<file path="src/hdl/cve_pkg.sv">
// shared types, constants and register codes of the cbc vigenere encryptor
package cve_pkg;

   localparam int MAX_BLOCK  = 12;
   localparam int POS_W      = $clog2(MAX_BLOCK + 1);
   localparam int LETTER_W   = 5;
   localparam int CHAR_W     = 8;
   localparam int ASCII_W    = 7;
   localparam int COUNT_W    = 24;
   localparam int KEY_W      = MAX_BLOCK * LETTER_W;
   localparam int SUM_W      = 7;
   localparam int CSR_IDX_W  = 2;

   typedef logic [LETTER_W-1:0] letter_type;
   typedef logic [POS_W-1:0]    pos_type;
   typedef logic [CHAR_W-1:0]   char_type;
   typedef logic [ASCII_W-1:0]  ascii_type;
   typedef logic [COUNT_W-1:0]  count_type;
   typedef logic [KEY_W-1:0]    key_type;
   typedef logic [SUM_W-1:0]    sum_type;

   localparam sum_type   ALPHA_SIZE  = 7'd26;
   localparam char_type  LOWER_A     = 8'd97;
   localparam char_type  LOWER_Z     = 8'd122;
   localparam char_type  UPPER_A     = 8'd65;
   localparam char_type  BELOW_UPPER = 8'd64;
   localparam char_type  ABOVE_UPPER = 8'd91;
   localparam ascii_type ASCII_A     = 7'd97;
   localparam ascii_type ASCII_Z     = 7'd122;
   localparam letter_type PAD_LETTER = 5'd23;
   localparam count_type COUNT_MAX   = {COUNT_W{1'b1}};
   localparam pos_type   POS_ONE     = POS_W'(1);
   localparam pos_type   POS_MAX     = POS_W'(MAX_BLOCK);

   typedef enum logic [CSR_IDX_W-1:0] {
      CSR_BLOCK_LEN = 2'd0,
      CSR_KEY       = 2'd1,
      CSR_IV        = 2'd2
   } csr_index_type;

endpackage

</file>
<file path="src/hdl/cve_chan_if.sv">
// valid/ready channel interfaces for text words and cipher words
interface cve_req_if import cve_pkg::*; ();
   logic     valid;
   logic     ready;
   logic     kind;
   char_type char_code;

   modport source (output valid, kind, char_code, input ready);
   modport sink   (input valid, kind, char_code, output ready);
endinterface

interface cve_rsp_if import cve_pkg::*; ();
   logic      valid;
   logic      ready;
   ascii_type cipher_char;
   logic      has_letter;
   logic      is_pad;
   logic      last;
   count_type clean_count;

   modport source (output valid, cipher_char, has_letter, is_pad, last, clean_count,
                   input ready);
   modport sink   (input valid, cipher_char, has_letter, is_pad, last, clean_count,
                   output ready);
endinterface

</file>
<file path="src/hdl/cve_mix.sv">
// adds plaintext, key and chain letters modulo 26
module cve_mix import cve_pkg::*; (
   input  letter_type plain_letter,
   input  letter_type key_letter,
   input  letter_type prev_letter,
   output letter_type cipher_letter
);

   sum_type sum;
   sum_type reduced;

   assign sum = SUM_W'(plain_letter) + SUM_W'(key_letter) + SUM_W'(prev_letter);

   // sum stays below four times the alphabet size
   always_comb begin
      priority if (sum >= SUM_W'(3 * ALPHA_SIZE)) begin
         reduced = sum - SUM_W'(3 * ALPHA_SIZE);
      end else if (sum >= SUM_W'(2 * ALPHA_SIZE)) begin
         reduced = sum - SUM_W'(2 * ALPHA_SIZE);
      end else if (sum >= ALPHA_SIZE) begin
         reduced = sum - ALPHA_SIZE;
      end else begin
         reduced = sum;
      end
   end

   assign cipher_letter = reduced[LETTER_W-1:0];

endmodule

</file>
<file path="src/hdl/cbc_vigenere_encrypt_unit.sv">
// top level of the cbc chained vigenere encryptor
//
// Text words enter one per cycle: each letter is encrypted in a single step
// between the input register and the result register, so a stream of text
// words runs at one word per cycle while the result channel takes each word,
// and non-letter words are absorbed without a result. An end-of-message word
// holds the input register while pad letters are made (up to 11, one step of
// the encrypt unit and one chain store write each), or gives a bare end word
// when no block is open. block_len, key_letters and iv_letters may only be
// written while the block is idle; chain letters survive the end of a message.
module cbc_vigenere_encrypt_unit import cve_pkg::*; (
   input  logic          clock,
   input  logic          reset,
   cve_req_if.sink       req_chan,
   cve_rsp_if.source     rsp_chan,
   input  logic          csr_we,
   input  csr_index_type csr_index,
   input  key_type       csr_wdata
);

   // configuration
   pos_type block_len_ff;
   key_type key_ff;
   key_type iv_ff;

   // input register
   logic     in_valid_ff, in_valid_in;
   logic     in_kind_ff;
   char_type in_char_ff;

   // message state
   pos_type    pos_ff, pos_in;
   logic       first_ff, first_in;
   count_type  count_ff, count_in;
   letter_type chain_ff [MAX_BLOCK];

   // result register
   logic      out_valid_ff, out_valid_in;
   ascii_type out_char_ff, out_char_in;
   logic      out_has_ff, out_has_in;
   logic      out_pad_ff, out_pad_in;
   logic      out_last_ff, out_last_in;
   count_type out_count_ff, out_count_in;

   pos_type    len_eff;
   logic       pos_over;
   pos_type    pos_fix;
   logic       first_fix;
   pos_type    pos_next;
   logic       wrap;
   letter_type key_arr [MAX_BLOCK];
   letter_type iv_arr  [MAX_BLOCK];
   char_type   lower_off;
   char_type   upper_off;
   logic       is_lower, is_upper;
   logic       is_letter_item, is_end_item, is_bare_end;
   logic       need_out, slot_free, fire, in_done, encrypting;
   letter_type plain_letter, prev_letter, cipher_letter;
   count_type  count_inc;

   always_comb begin
      for (int j = 0; j < MAX_BLOCK; j++) begin
         key_arr[j] = key_ff[j*LETTER_W +: LETTER_W];
         iv_arr[j]  = iv_ff[j*LETTER_W +: LETTER_W];
      end
   end

   always_comb begin
      priority if (block_len_ff == '0) begin
         len_eff = POS_ONE;
      end else if (block_len_ff > POS_MAX) begin
         len_eff = POS_MAX;
      end else begin
         len_eff = block_len_ff;
      end
   end

   // a shortened block length closes the open block
   assign pos_over  = pos_ff >= len_eff;
   assign pos_fix   = pos_over ? '0 : pos_ff;
   assign first_fix = pos_over ? 1'b0 : first_ff;
   assign pos_next  = pos_fix + POS_ONE;
   assign wrap      = pos_next >= len_eff;

   assign lower_off = in_char_ff - LOWER_A;
   assign upper_off = in_char_ff - UPPER_A;
   assign is_lower  = (in_char_ff >= LOWER_A) && (in_char_ff <= LOWER_Z);
   assign is_upper  = (in_char_ff > BELOW_UPPER) && (in_char_ff < ABOVE_UPPER);

   assign is_letter_item = in_valid_ff && !in_kind_ff && (is_lower || is_upper);
   assign is_end_item    = in_valid_ff && in_kind_ff;
   assign is_bare_end    = is_end_item && (pos_fix == '0);
   assign need_out       = is_letter_item || is_end_item;
   assign slot_free      = !out_valid_ff || rsp_chan.ready;
   assign fire           = in_valid_ff && (!need_out || slot_free);
   assign in_done        = fire && (!is_end_item || is_bare_end || wrap);
   assign encrypting     = fire && (is_letter_item || (is_end_item && !is_bare_end));

   assign req_chan.ready = !in_valid_ff || in_done;

   always_comb begin
      priority if (is_end_item) begin
         plain_letter = PAD_LETTER;
      end else if (is_lower) begin
         plain_letter = lower_off[LETTER_W-1:0];
      end else begin
         plain_letter = upper_off[LETTER_W-1:0];
      end
   end

   assign prev_letter = first_fix ? iv_arr[pos_fix] : chain_ff[pos_fix];

   cve_mix u_mix (
      .plain_letter  (plain_letter),
      .key_letter    (key_arr[pos_fix]),
      .prev_letter   (prev_letter),
      .cipher_letter (cipher_letter)
   );

   assign count_inc = (count_ff == COUNT_MAX) ? count_ff : count_ff + COUNT_W'(1);

   always_comb begin
      in_valid_in = in_valid_ff;
      pos_in      = pos_ff;
      first_in    = first_ff;
      count_in    = count_ff;
      if (req_chan.valid && req_chan.ready) begin
         in_valid_in = 1'b1;
      end else if (in_done) begin
         in_valid_in = 1'b0;
      end
      if (fire) begin
         pos_in   = pos_fix;
         first_in = first_fix;
         if (encrypting) begin
            pos_in   = wrap ? '0 : pos_next;
            first_in = wrap ? 1'b0 : first_fix;
         end
         if (is_letter_item) begin
            count_in = count_inc;
         end
         if (is_end_item && in_done) begin
            pos_in   = '0;
            first_in = 1'b1;
            count_in = '0;
         end
      end
   end

   always_comb begin
      out_valid_in = out_valid_ff;
      out_char_in  = out_char_ff;
      out_has_in   = out_has_ff;
      out_pad_in   = out_pad_ff;
      out_last_in  = out_last_ff;
      out_count_in = out_count_ff;
      if (fire && need_out) begin
         out_valid_in = 1'b1;
         out_has_in   = !is_bare_end;
         out_char_in  = is_bare_end ? '0 : ASCII_A + ASCII_W'(cipher_letter);
         out_pad_in   = is_end_item && !is_bare_end;
         out_last_in  = is_end_item && (is_bare_end || wrap);
         out_count_in = is_letter_item ? count_inc : count_ff;
      end else if (rsp_chan.ready) begin
         out_valid_in = 1'b0;
      end
   end

   always_ff @(posedge clock) begin
      if (reset) begin
         block_len_ff <= POS_ONE;
         key_ff       <= '0;
         iv_ff        <= '0;
         in_valid_ff  <= 1'b0;
         pos_ff       <= '0;
         first_ff     <= 1'b1;
         count_ff     <= '0;
         out_valid_ff <= 1'b0;
      end else begin
         if (csr_we) begin
            unique case (csr_index)
               CSR_BLOCK_LEN: block_len_ff <= csr_wdata[POS_W-1:0];
               CSR_KEY:       key_ff       <= csr_wdata;
               CSR_IV:        iv_ff        <= csr_wdata;
               default:       ;
            endcase
         end
         in_valid_ff  <= in_valid_in;
         pos_ff       <= pos_in;
         first_ff     <= first_in;
         count_ff     <= count_in;
         out_valid_ff <= out_valid_in;
      end
   end

   always_ff @(posedge clock) begin
      if (req_chan.valid && req_chan.ready) begin
         in_kind_ff <= req_chan.kind;
         in_char_ff <= req_chan.char_code;
      end
      if (encrypting) begin
         chain_ff[pos_fix] <= cipher_letter;
      end
      out_char_ff  <= out_char_in;
      out_has_ff   <= out_has_in;
      out_pad_ff   <= out_pad_in;
      out_last_ff  <= out_last_in;
      out_count_ff <= out_count_in;
   end

   assign rsp_chan.valid       = out_valid_ff;
   assign rsp_chan.cipher_char = out_char_ff;
   assign rsp_chan.has_letter  = out_has_ff;
   assign rsp_chan.is_pad      = out_pad_ff;
   assign rsp_chan.last        = out_last_ff;
   assign rsp_chan.clean_count = out_count_ff;

endmodule

</file>
<file path="src/flat_wrapper.sv">
// flat-port wrapper written by rule: the top's interface ports become plain ports
module cbc_vigenere_encrypt_unit_flat import cve_pkg::*;
  (clock, reset, csr_we, csr_index, csr_wdata, req_chan_valid, req_chan_kind, req_chan_char_code, req_chan_ready, rsp_chan_valid, rsp_chan_cipher_char, rsp_chan_has_letter, rsp_chan_is_pad, rsp_chan_last, rsp_chan_clean_count, rsp_chan_ready);
  cve_req_if req_chan_i ();
  cve_rsp_if rsp_chan_i ();
  input  logic clock;
  input  logic reset;
  input  logic csr_we;
  input  csr_index_type csr_index;
  input  key_type csr_wdata;
  input wire logic [$bits(req_chan_i.valid)-1:0] req_chan_valid;
  input wire logic [$bits(req_chan_i.kind)-1:0] req_chan_kind;
  input wire logic [$bits(req_chan_i.char_code)-1:0] req_chan_char_code;
  output wire logic [$bits(req_chan_i.ready)-1:0] req_chan_ready;
  output wire logic [$bits(rsp_chan_i.valid)-1:0] rsp_chan_valid;
  output wire logic [$bits(rsp_chan_i.cipher_char)-1:0] rsp_chan_cipher_char;
  output wire logic [$bits(rsp_chan_i.has_letter)-1:0] rsp_chan_has_letter;
  output wire logic [$bits(rsp_chan_i.is_pad)-1:0] rsp_chan_is_pad;
  output wire logic [$bits(rsp_chan_i.last)-1:0] rsp_chan_last;
  output wire logic [$bits(rsp_chan_i.clean_count)-1:0] rsp_chan_clean_count;
  input wire logic [$bits(rsp_chan_i.ready)-1:0] rsp_chan_ready;
  assign req_chan_i.valid = req_chan_valid;
  assign req_chan_i.kind = req_chan_kind;
  assign req_chan_i.char_code = req_chan_char_code;
  assign req_chan_ready = req_chan_i.ready;
  assign rsp_chan_valid = rsp_chan_i.valid;
  assign rsp_chan_cipher_char = rsp_chan_i.cipher_char;
  assign rsp_chan_has_letter = rsp_chan_i.has_letter;
  assign rsp_chan_is_pad = rsp_chan_i.is_pad;
  assign rsp_chan_last = rsp_chan_i.last;
  assign rsp_chan_clean_count = rsp_chan_i.clean_count;
  assign rsp_chan_i.ready = rsp_chan_ready;
  cbc_vigenere_encrypt_unit u_core (.clock(clock), .reset(reset), .req_chan(req_chan_i), .rsp_chan(rsp_chan_i), .csr_we(csr_we), .csr_index(csr_index), .csr_wdata(csr_wdata));
endmodule
</file>
<file path="config.mk">
export PLATFORM = sky130hd
export DESIGN_NAME = cbc_vigenere_encrypt_unit_flat
export DESIGN_NICKNAME = d
export VERILOG_FILES = /design/src/hdl/cve_pkg.sv /design/src/hdl/cve_chan_if.sv /design/src/hdl/cve_mix.sv /design/src/hdl/cbc_vigenere_encrypt_unit.sv /design/src/flat_wrapper.sv
export SDC_FILE = /design/constraint.sdc
export NUM_CORES = 1
export LEC_CHECK = 0
export ABC_AREA = 1
export ABC_CLOCK_PERIOD_IN_PS = 7400
export BUFFER_PORTS_ARGS = -buffer_cell sky130_fd_sc_hd__buf_2
export CAP_MARGIN = 40
export CORE_MARGIN = 2
export CORE_UTILIZATION = 45
export DETAILED_ROUTE_END_ITERATION = 8
export GPL_TIMING_DRIVEN = 1
export PLACE_DENSITY = 0.61
export SETUP_SLACK_MARGIN = 0.2
export SYNTH_ARGS = -nofsm -noshare
export SYNTH_HDL_FRONTEND = slang
export SYNTH_SLANG_ARGS = --single-unit
</file>
<file path="constraint.sdc">
create_clock -name clock -period 7.4 [get_ports clock]
set_input_delay 2.22 -clock clock [delete_from_list [all_inputs] [get_ports clock]]
set_output_delay 2.22 -clock clock [all_outputs]
set_load 0.005 [all_outputs]
</file>
==> metrics.txt, run 1 <==
outcome completed; R2R Path End u_core.rsp_chan.cipher_char[4]; CTS tree built; library cells used by synthesis 51; Pwr Density 250 mW/mm2; Post-synth EDFFs 103; Final Max Tran Viols 0; average cell area after synthesis slightly below 8 um2; Ant. Diodes 0; Setup Viol. Count Final 0; Post-Layout Inst Area 0.0147 mm2; r2r worst-path depth 34; most common cell after layout, fill and taps aside nand2_1; Place WS 0.620 ns; H-tree depth 1; warnings from Yosys 0; combinational group share of total power between 15 and 20%; Die W 173 um; Synth area leaders dfxtp_1 (24%), edfxtp_1 (24%), nand2_1 (11%); post-synth top area share 24.1%; drt pass-1 iters 5; vias in the first global route 10600; Cell Chain, Critical Path o31ai_1 -> ha_1 -> o21bai_1 -> a21boi_2 -> nand3_4 -> inv_2 -> buf_4 -> ha_1 -> inv_1 -> nand2_1 -> and2_1 -> ha_1 -> nand4_1 -> and3_1 -> nand2_1 -> nand2_1 -> inv_1 -> buf_2; largest net degree at the start of global routing 78; Crit Path Class reg2out; DP Area 0.0137 mm2; final worst slack 0.962 ns; Setup crit start kind flop; total negative slack 0 ns; Worst EP required 5.18 ns; Clock transition at path regs 0.07 ns; CP max stage cell inv_2; worst hold path class reg2reg; predominant post-synthesis flop cell dfxtp_1; grt total ovfl 0; Psw between 1 and 1.5 mW; final wirelength 34.2 mm; cell internal pwr 2.64 mW; Final nets 1855; CP Data Arrival Time 4.22 ns; fillers roughly 2700; Hold Crit Start u_core.key_ff[5]; Worst path max stage delay between 0.4 and 0.5 ns; Synth area leader dfxtp_1; count of port buffers added during placement 111; Clock Sinks 258; net count after synthesis 1783; global-route wire length before repair 56.4 mm; Max Cap Viol 0; most frequent cells in the layout nand2_1 (387), nor2_1 (308), o21ai_0 (167); Starting Density 46.0%; Reg power frac 44.8%; reg-to-reg slack, setup around 0.98 ns; layout cells sized above 1 13.8%; Final Critical Period 6.44 ns; Post-Place Cells 2092; Worst-Skew Late Latency 0.56 ns; Hold Crit Depth 2; fmax 0.155 GHz; initial antenna violation count 0; Layout Cells excl Fill 2144; Peak VDD IR 0.158 mV; DP Wirelength 22.9 mm; Final Skew 0.0229 ns; cells after synthesis 1672; Slew Limit Headroom 42.8%; Die ar. 0.0300 mm2; average wire per cell in the routed design 15.9 um; GPL Wtd Cong approximately 0.9; reg2reg start u_core.block_len_ff[2]; drt drc 0; Crit path max-delay family buffers and inverters; vias per cell 5.13; Fin Hold WS between 0.4 and 0.5 ns; clock share of power 39.1%; overall power 3.66 mW; sequential area share after synthesis 48.1%; Synth async-reset ratio 0%; Final period util between 80% and 90%; switching share of power 28.0%; Worst setup EP type output pin; RSZ-0062 raised after global routing no; Die Ht 173 um; Least-Margin Pin Slew between 0.8 and 0.9 ns; synthesis-stage register bit count 258; hold endpoint u_core.key_ff[5]; Area Growth Syn to Fin 13.8%; post-route ant nets 0; TritonCTS Buffers 28; final hold violations 0; Vias 11000; I/O Pins 112; Root Driver clkbuf_16; Buf/Inv on CP 5; Post-Syn Area 0.0129 mm2; num rows 61; Leak around 6.1 nW; 1st-iter DRT viols 1025; critical-path maximum fanout 28; total track usage between 20% and 30%; clock buffer depth 3; Util after Layout 52.3%; Placeable Area 0.0280 mm2
[synthesized netlist by cell type, types with 2 or more instances]
cell type    n
clkinv_1     2
buf_6        5
and2_1       2
o21ai_2      7
o21bai_1     2
o211ai_1     2
inv_1      103
o21ai_0    167
nor3_2       2
nor3_4       3
buf_1        3
nor2_2       2
xor2_1      13
a22oi_1      7
inv_2       14
buf_4        3
o22a_1       4
nand4_1      7
nand3_1    124
xor2_2       3
nand2_1    387
a21oi_1     49
clkbuf_1    55
or2_2        2
nor2_1     309
o22ai_1     14
edfxtp_1   103
nand2_2     14
fa_1         6
nor3_1      21
nand3_2      7
ha_1        29
dfxtp_1    155
buf_2       18
o21ai_1     12
[registers in the layout, summed over array words and instances, names as in the netlist]
register	flops
u_core.rsp_chan.cipher_char	7
u_core.iv_ff	60
u_core.count_ff	24
u_core.key_ff	60
u_core.in_valid_ff	1
u_core.block_len_ff	4
u_core.rsp_chan.valid	1
u_core.in_kind_ff	1
u_core.pos_ff	4
u_core.rsp_chan.clean_count	24
u_core.chain_ff	60
u_core.in_char_ff	8
u_core.rsp_chan.is_pad	1
u_core.rsp_chan.has_letter	1
u_core.first_ff	1
u_core.rsp_chan.last	1
[tightest hold or removal path: cells and delay by family (launching register included)]
kind                   cells  cell delay (ns)
buffers and inverters      1             0.05
DFF                        1             0.30
AOI/OAI and AO/OA          1             0.05
[timing repair]
item / 4_1_cts / 5_1_grt
hold buffers: 0 / 0
gates resized for setup: 0 / 6
buffers inserted: 0 / 0
setup endpoints to repair: 0 / 4
[cell families (layout without fill, tap and decap cells)]
family,after synthesis,count (layout),share of synthesized area [%]
buffers and inverters,205,299,6.56
AND/OR/NAND/NOR,887,887,28.9
adder cells (fa/ha/maj),35,35,3.75
XOR/XNOR,18,18,1.46
AO/OA/AOI/OAI,269,269,11.3
flip-flops,258,258,48.1
[power by group through the flow]
| stage | Clock (mW) | Sequential, mW | Combinational (mW) |
|---|---|---|---|
| after global placement | 0 | 1.67 | 0.576 |
| after detailed placement | 0 | 1.67 | 0.580 |
| after floorplan | 0 | 1.66 | 0.391 |
| after CTS | 1.46 | 1.64 | 0.583 |
| after global routing | 1.52 | 1.64 | 0.676 |
| final | 1.43 | 1.64 | 0.590 |
[cell type report]
class / instances / area, um2 / share of cell area, %
Clock buffer: 39 / 865 / 5.90
Sequential cell: 258 / 6200 / 42.3
Multi-Input combinational cell: 1209 / 5860 / 40.0
Tap cell: 378 / 473 / 3.23
Clock inverter: 13 / 108 / 0.734
Inverter: 121 / 468 / 3.19
Timing Repair Buffer: 126 / 688 / 4.69
[worst max path at each step]
stage	from	to	slack (ns)	cells after the start
detailed placement	u_core.block_len_ff[2]	u_core.rsp_chan.cipher_char[4]	0.62	34
global route	u_core.block_len_ff[2]	u_core.rsp_chan.cipher_char[4]	0.22	34
CTS	u_core.block_len_ff[2]	u_core.rsp_chan.cipher_char[4]	0.58	34
global placement	u_core.block_len_ff[2]	u_core.rsp_chan.cipher_char[4]	0.79	34
floorplan	u_core.pos_ff[0]	u_core.rsp_chan.cipher_char[4]	1.76	35
finish	u_core.block_len_ff[1]	req_chan_ready	0.96	18
[metal layers]
layer	vias to the layer above	track usage, %	part of all wire [%]
li1	5607	-	-
met1	5060	33.0	48
met2	272	36.1	44
met3	56	3.08	5.4
met4	0	5.93	2.2
met5	-	0	0
Power figures use the tool's default switching activity.
==> run 2: changes to the inputs <==
- ABC_AREA: 1 -> not set
==> run 2 against run 1 <==
Via count fell by 6.2%. Worst setup slack got worse by 0.28 ns. Die area fell by 3.3%.
==> metrics.txt, run 2 <==
initial antenna violation count 0; Max Cap Viol 0; Worst path max stage delay about 0.61 ns; Worst-Skew Late Latency ~0.54 ns; fillers 2537; drt pass-1 iters 5; Slew Limit Headroom 40.3%; setup bufs post-CTS 0; largest net degree at the start of global routing 79; Clock transition at path regs 0.06 ns; Clock Sinks 258; Final Max Tran Viols 0; met1 usage 30.9%; Least-Margin Pin Slew 0.895 ns; Starting Density 46.0%; Die W between 150 and 200 um; DP Area between 0.01 and 0.015 mm2; Worst setup EP type flop; global-route wire length before repair 52.3 mm; warnings from Yosys 0; CP max stage cell fa_1; average wire per cell in the routed design 17.9 um; vias in the first global route 9750; Die ar. 0.0290 mm2; vias per cell ~5.6; GPL Wtd Cong between 0.8 and 0.9; cells after synthesis approximately 1400; count of port buffers added during placement 111; RSZ-0062 raised after global routing no; Area Growth Syn to Fin 14.8%; Synth area leaders dfxtp_1 (25%), edfxtp_1 (25%), nand2_1 (11%); synth cell count leaders nand2_1 (373), a21oi_1 (182), dfxtp_1 (155), edfxtp_1 (103), clkbuf_1 (68); H-tree depth 1; grt total ovfl 0; outcome completed; top-count cell post-synth nand2_1; average cell area after synthesis 8.92 um2; Leak approximately 5 nW; 1st-iter DRT viols about 840; Final period util 90.8%; CP Data Arrival Time approximately 7.0 ns; total track usage 22.5%; Vias 10300; Root Driver clkbuf_16; Post-Layout Inst Area between 0.01 and 0.015 mm2; Place WS 0.498 ns; Setup crit start kind flop; Final Critical Period 6.72 ns; clock buffer depth 3; Post-synth EDFFs between 100 and 150; net count after synthesis 1505; Die Ht ~170 um; DP Wirelength 22.4 mm; Crit Path Class reg2reg; gr busiest metal met2; drt drc 0; met2 global-route usage 37.3%; Synth async-reset ratio 0%; TritonCTS Buffers 28; critical-path maximum fanout 15; Placeable Area between 0.02 and 0.03 mm2; Worst EP required 7.66 ns; Final nets 1588; num rows 60; Final Skew 0.0130 ns; most frequent cells in the layout nand2_1 (373), a21oi_1 (181), dfxtp_1 (154); final hold violations 0; library cells used by synthesis 76; most common cell after layout, fill and taps aside nand2_1; total negative slack 0 ns; # hold bufs at CTS 0; Ant. Diodes 0; Setup Viol. Count Final 0; met3 Use GR 3.09%; overall power approximately 3.4 mW; I/O Pins 112; final worst slack 0.683 ns; synthesis-stage register bit count 258; Peak VDD IR between 0.15 and 0.2 mV; Post-Syn Area 0.0124 mm2; sequential area share after synthesis 49.8%; Synth area leader dfxtp_1; Pwr Density 238 mW/mm2; final wirelength 32.9 mm; biggest regs u_core.chain_ff: 60 flops, u_core.iv_ff: 60 flops, u_core.key_ff: 60 flops; worst hold path class reg2reg; post-synth top area share around 25%; fmax 0.149 GHz; post-route ant nets 0; predominant post-synthesis flop cell dfxtp_1; layout cells sized above 1 14.5%; CTS tree built
## run 2: changes by cell type after synthesis, moves of 14 or more
cell,previous run,this run
nor2_1,309,44
nand2_2,14,0
nand2_1,387,373
inv_1,103,32
a211oi_1,0,16
mux2i_1,0,24
nor2b_1,0,18
a21oi_1,49,182
nand3_1,124,48
o21ai_0,167,40
and3_1,1,27
xnor2_1,1,20
## run 2: layout make-up
cell class	count	area (um2)	share of cell area, %
Inverter	35	131	0.920
Multi-Input combinational cell	1016	5810	40.7
Clock inverter	9	80.1	0.561
Timing Repair Buffer	138	788	5.52
Tap cell	341	427	2.99
Clock buffer	43	850	5.95
Sequential cell	258	6200	43.4
## run 2: metrics by stage
stage,hold WS (ns),utilization (%),instances
after floorplan,0.432,-,1394
after global placement,0.438,49.2,1784
after detailed placement,0.446,49.3,1788
after CTS,0.454,52.8,1840
after global routing,0.469,52.8,1840
final,0.452,52.8,1840
## run 2: final timing paths
kind                                             start                        endpoint  slack (ns)  cells after the start
worst max-delay path            u_core.block_len_ff[1]  u_core.rsp_chan.cipher_char[4]        0.68                     27
worst min-delay path                  u_core.iv_ff[26]                u_core.iv_ff[26]        0.45                      2
worst max register to register  u_core.block_len_ff[1]  u_core.rsp_chan.cipher_char[4]        0.68                     27
worst min register to register        u_core.iv_ff[26]                u_core.iv_ff[26]        0.45                      2
## run 2: metal layers
metal  wire length (um)  part of all wire, %  up-vias
met3               1600                  4.9       61
met4                881                  2.7        0
met2              15400                   47      265
met1              15000                   46     4953
met5                  0                    0        -
li1                   -                    -     5034
## run 2: logic make-up (layout without fill, tap and decap cells)
family | Yosys count | count (layout) | share of synthesized area, %
compound gates | 328 | 328 | 16.2
buf+inv | 120 | 225 | 3.79
mux | 31 | 31 | 3.02
fa+ha+maj | 35 | 35 | 3.88
flops | 258 | 258 | 49.8
simple gates | 589 | 589 | 21.0
xor+xnor | 33 | 33 | 2.32
## run 2: what timing repair did
item                                    CTS  global route
endpoints found under the setup margin    0            40
resized for setup                         0             7
hold endpoints to repair                  0             0
## run 2: critical path, delay by kind of cell (launching register included)
| kind | cells | cell delay [ns] |
|---|---|---|
| AOI/OAI and AO/OA | 11 | 2.46 |
| adders and majority gates | 5 | 1.90 |
| and+or+nand+nor | 6 | 0.80 |
| buffers and inverters | 3 | 0.63 |
| DFF | 1 | 0.32 |
| xor gates and xnor gates | 2 | 0.31 |
## run 2: where the power goes
part | switching [mW] | internal [mW]
Clock | 0.561 | 0.825
Sequential | 0.0176 | 1.57
Combinational | 0.272 | 0.152
Total | 0.850 | 2.54
==> run 3: changes to the inputs <==
- ABC_CLOCK_PERIOD_IN_PS: 7400 -> 5400
- PLACE_DENSITY: 0.61 -> 0.64
- clock period: 7.4 -> 5.4 ns (I/O delays scaled with it)
==> run 3 against run 2 <==
The flow now finishes with violations (setup timing). Utilization rose by 6.0 points. Non-clock buffer count rose by 117. Fmax rose by 11%. Total power rose by 48%. Critical endpoint is now u_core.chain_ff[8][4]. Largest cell class is now multi-input combinational cells. Highest routed layer unchanged.
==> metrics.txt, run 3 (same netlist as run 2, synthesis figures left out) <==
number of stages on the worst setup path 26; drt pass-1 iters 5; Worst path max stage delay 0.46 ns; most common cell after layout, fill and taps aside nand2_1; Worst setup EP type flop; Setup crit start kind flop; Max Cap Viol 0; R2R Path End u_core.chain_ff[8][4]; Leak 5.88 nW; final worst slack -0.643 ns; biggest regs u_core.chain_ff: 60 flops, u_core.iv_ff: 60 flops, u_core.key_ff: 60 flops; Ant. Diodes 0; most frequent cells in the layout nand2_1 (370), a21oi_1 (172), dfxtp_1 (152); Final period util 112%; Die W 170 um; final hold violations 0; GPL Wtd Cong between 0.8 and 0.9; Die ar. ~0.029 mm2; Place WS -0.604 ns; critical-path maximum fanout 8; Worst EP required 5.65 ns; outcome finished, violations left; Final nets 1706; post-route ant nets 0; Util after Layout roughly 59%; average wire per cell in the routed design 17.8 um; r2r worst-path depth 26; Crit path max-delay family compound AO/OA/AOI/OAI gates; fillers 2380; Worst-Skew Late Latency 0.54 ns; Buf/Inv on CP 7; H-tree depth 1; Root Driver clkbuf_16; final wirelength 34.8 mm; CTS tree built; initial antenna violation count 0; Hold Crit Depth 2; Pwr Density roughly 320 mW/mm2; CP max stage cell fa_2; Final Max Tran Viols 0; drt drc 0; reg-to-reg slack, setup -0.64 ns; num rows 60; reg2reg start u_core.block_len_ff[2]; I/O Pins ~110; Clock transition at path regs 0.07 ns; Crit Path Class reg2reg; total track usage 23.6%; Die Ht roughly 170 um; vias in the first global route 10300; DP Wirelength approximately 24 mm; Final Critical Period 6.04 ns; worst hold path class reg2reg; Clock Sinks 258; Least-Margin Pin Slew 0.871 ns; grt total ovfl 0; Starting Density a little under half; clock buffer depth 3; RSZ-0062 raised after global routing yes; Area Growth Syn to Fin 27.9%; CP Data Arrival Time 6.29 ns; count of port buffers added during placement roughly 110; Slew Limit Headroom about two fifths; Final Skew 0.0116 ns; fmax 0.165 GHz; hold endpoint u_core.iv_ff[51]; Peak VDD IR 0.235 mV; Hold Crit Start u_core.iv_ff[51]; global-route wire length before repair 54.7 mm; largest net degree at the start of global routing 70; Setup Viol. Count Final 55; TritonCTS Buffers 28; 1st-iter DRT viols 919; vias per cell between 5 and 6; layout cells sized above 1 24.8%; Placeable Area 0.0270 mm2; Vias 10800; failing checks setup timing
==> run 3: changes by cell type in the layout (fill, tap and decap cells not counted), moves of 7 or more <==
cell and delta:
ha_4 +9, buf_12 +7, a21oi_2 +8, o21ai_0 -8, ha_1 -9, inv_1 -7
buf_4 +94, buf_6 +11, a21oi_1 -9
==> run 3: worst max path at each step <==
| stage | slack [ns] | end | startpoint |
|---|---|---|---|
| floorplan | -0.38 | u_core.rsp_chan.cipher_char[5] | u_core.block_len_ff[2] |
| global placement | -0.55 | u_core.chain_ff[7][4] | u_core.block_len_ff[2] |
| global route | -0.83 | u_core.chain_ff[8][4] | u_core.block_len_ff[2] |
| finish | -0.64 | u_core.chain_ff[8][4] | u_core.block_len_ff[2] |
| CTS | -0.48 | u_core.chain_ff[8][4] | u_core.block_len_ff[2] |
| detailed placement | -0.60 | u_core.chain_ff[7][4] | u_core.block_len_ff[2] |
==> run 3: cell type report <==
type | instances | area, um2 | area share [%]
multi-input cells | 1016 | 6280 | 39.5
flip-flops and latches | 258 | 6200 | 39.0
repair buffers | 255 | 1880 | 11.8
clock buffers | 33 | 741 | 4.66
well taps | 341 | 427 | 2.68
clock inverters | 19 | 211 | 1.33
inverters | 35 | 156 | 0.983
repair inverters | 1 | 7.51 | 0.0472
==> run 3: stage by stage <==
step	area, um2	total power, mW	cells	setup TNS, ns	hold WS [ns]
after floorplan	12600	2.64	1394	-2.10	0.432
after global placement	14100	2.90	1868	-21.31	0.440
after detailed placement	14200	2.91	1873	-23.80	0.446
after CTS	15500	4.93	1942	-14.02	0.455
after global routing	15900	5.22	1958	-32.19	0.469
final	15900	5.03	1958	-23.24	0.451
==> run 3: worst min-delay path, delay by kind of cell (launching register included) <==
| kind | cells | cell delay (ns) |
|---|---|---|
| flops | 1 | 0.31 |
| simple gates | 1 | 0.05 |
| compound gates | 1 | 0.05 |
==> run 3: where the power goes <==
group	internal (mW)	switching, mW	leakage (nW)	total [mW]
sequential	2.15	0.0247	2.16	2.17
combinational	0.398	0.486	3.26	0.884
clock	1.17	0.801	0.462	1.98
==> run 3: layer usage <==
layer	global-route usage (%)	routed length [um]	vias to the layer above	part of all wire [%]
li1	-	-	5273	-
met1	32.7	15800	5186	45
met2	38.7	16400	290	47
met3	3.09	1730	55	5.0
met4	6.61	926	0	2.7
met5	0	0	-	0
==> run 3: what timing repair did <==
item                       CTS  global route
gates resized for setup     38            57
buffers inserted            15            13
hold buffers                 0             0
cloned                       2             3
pin swaps                    9            36
setup endpoints to repair   55            55
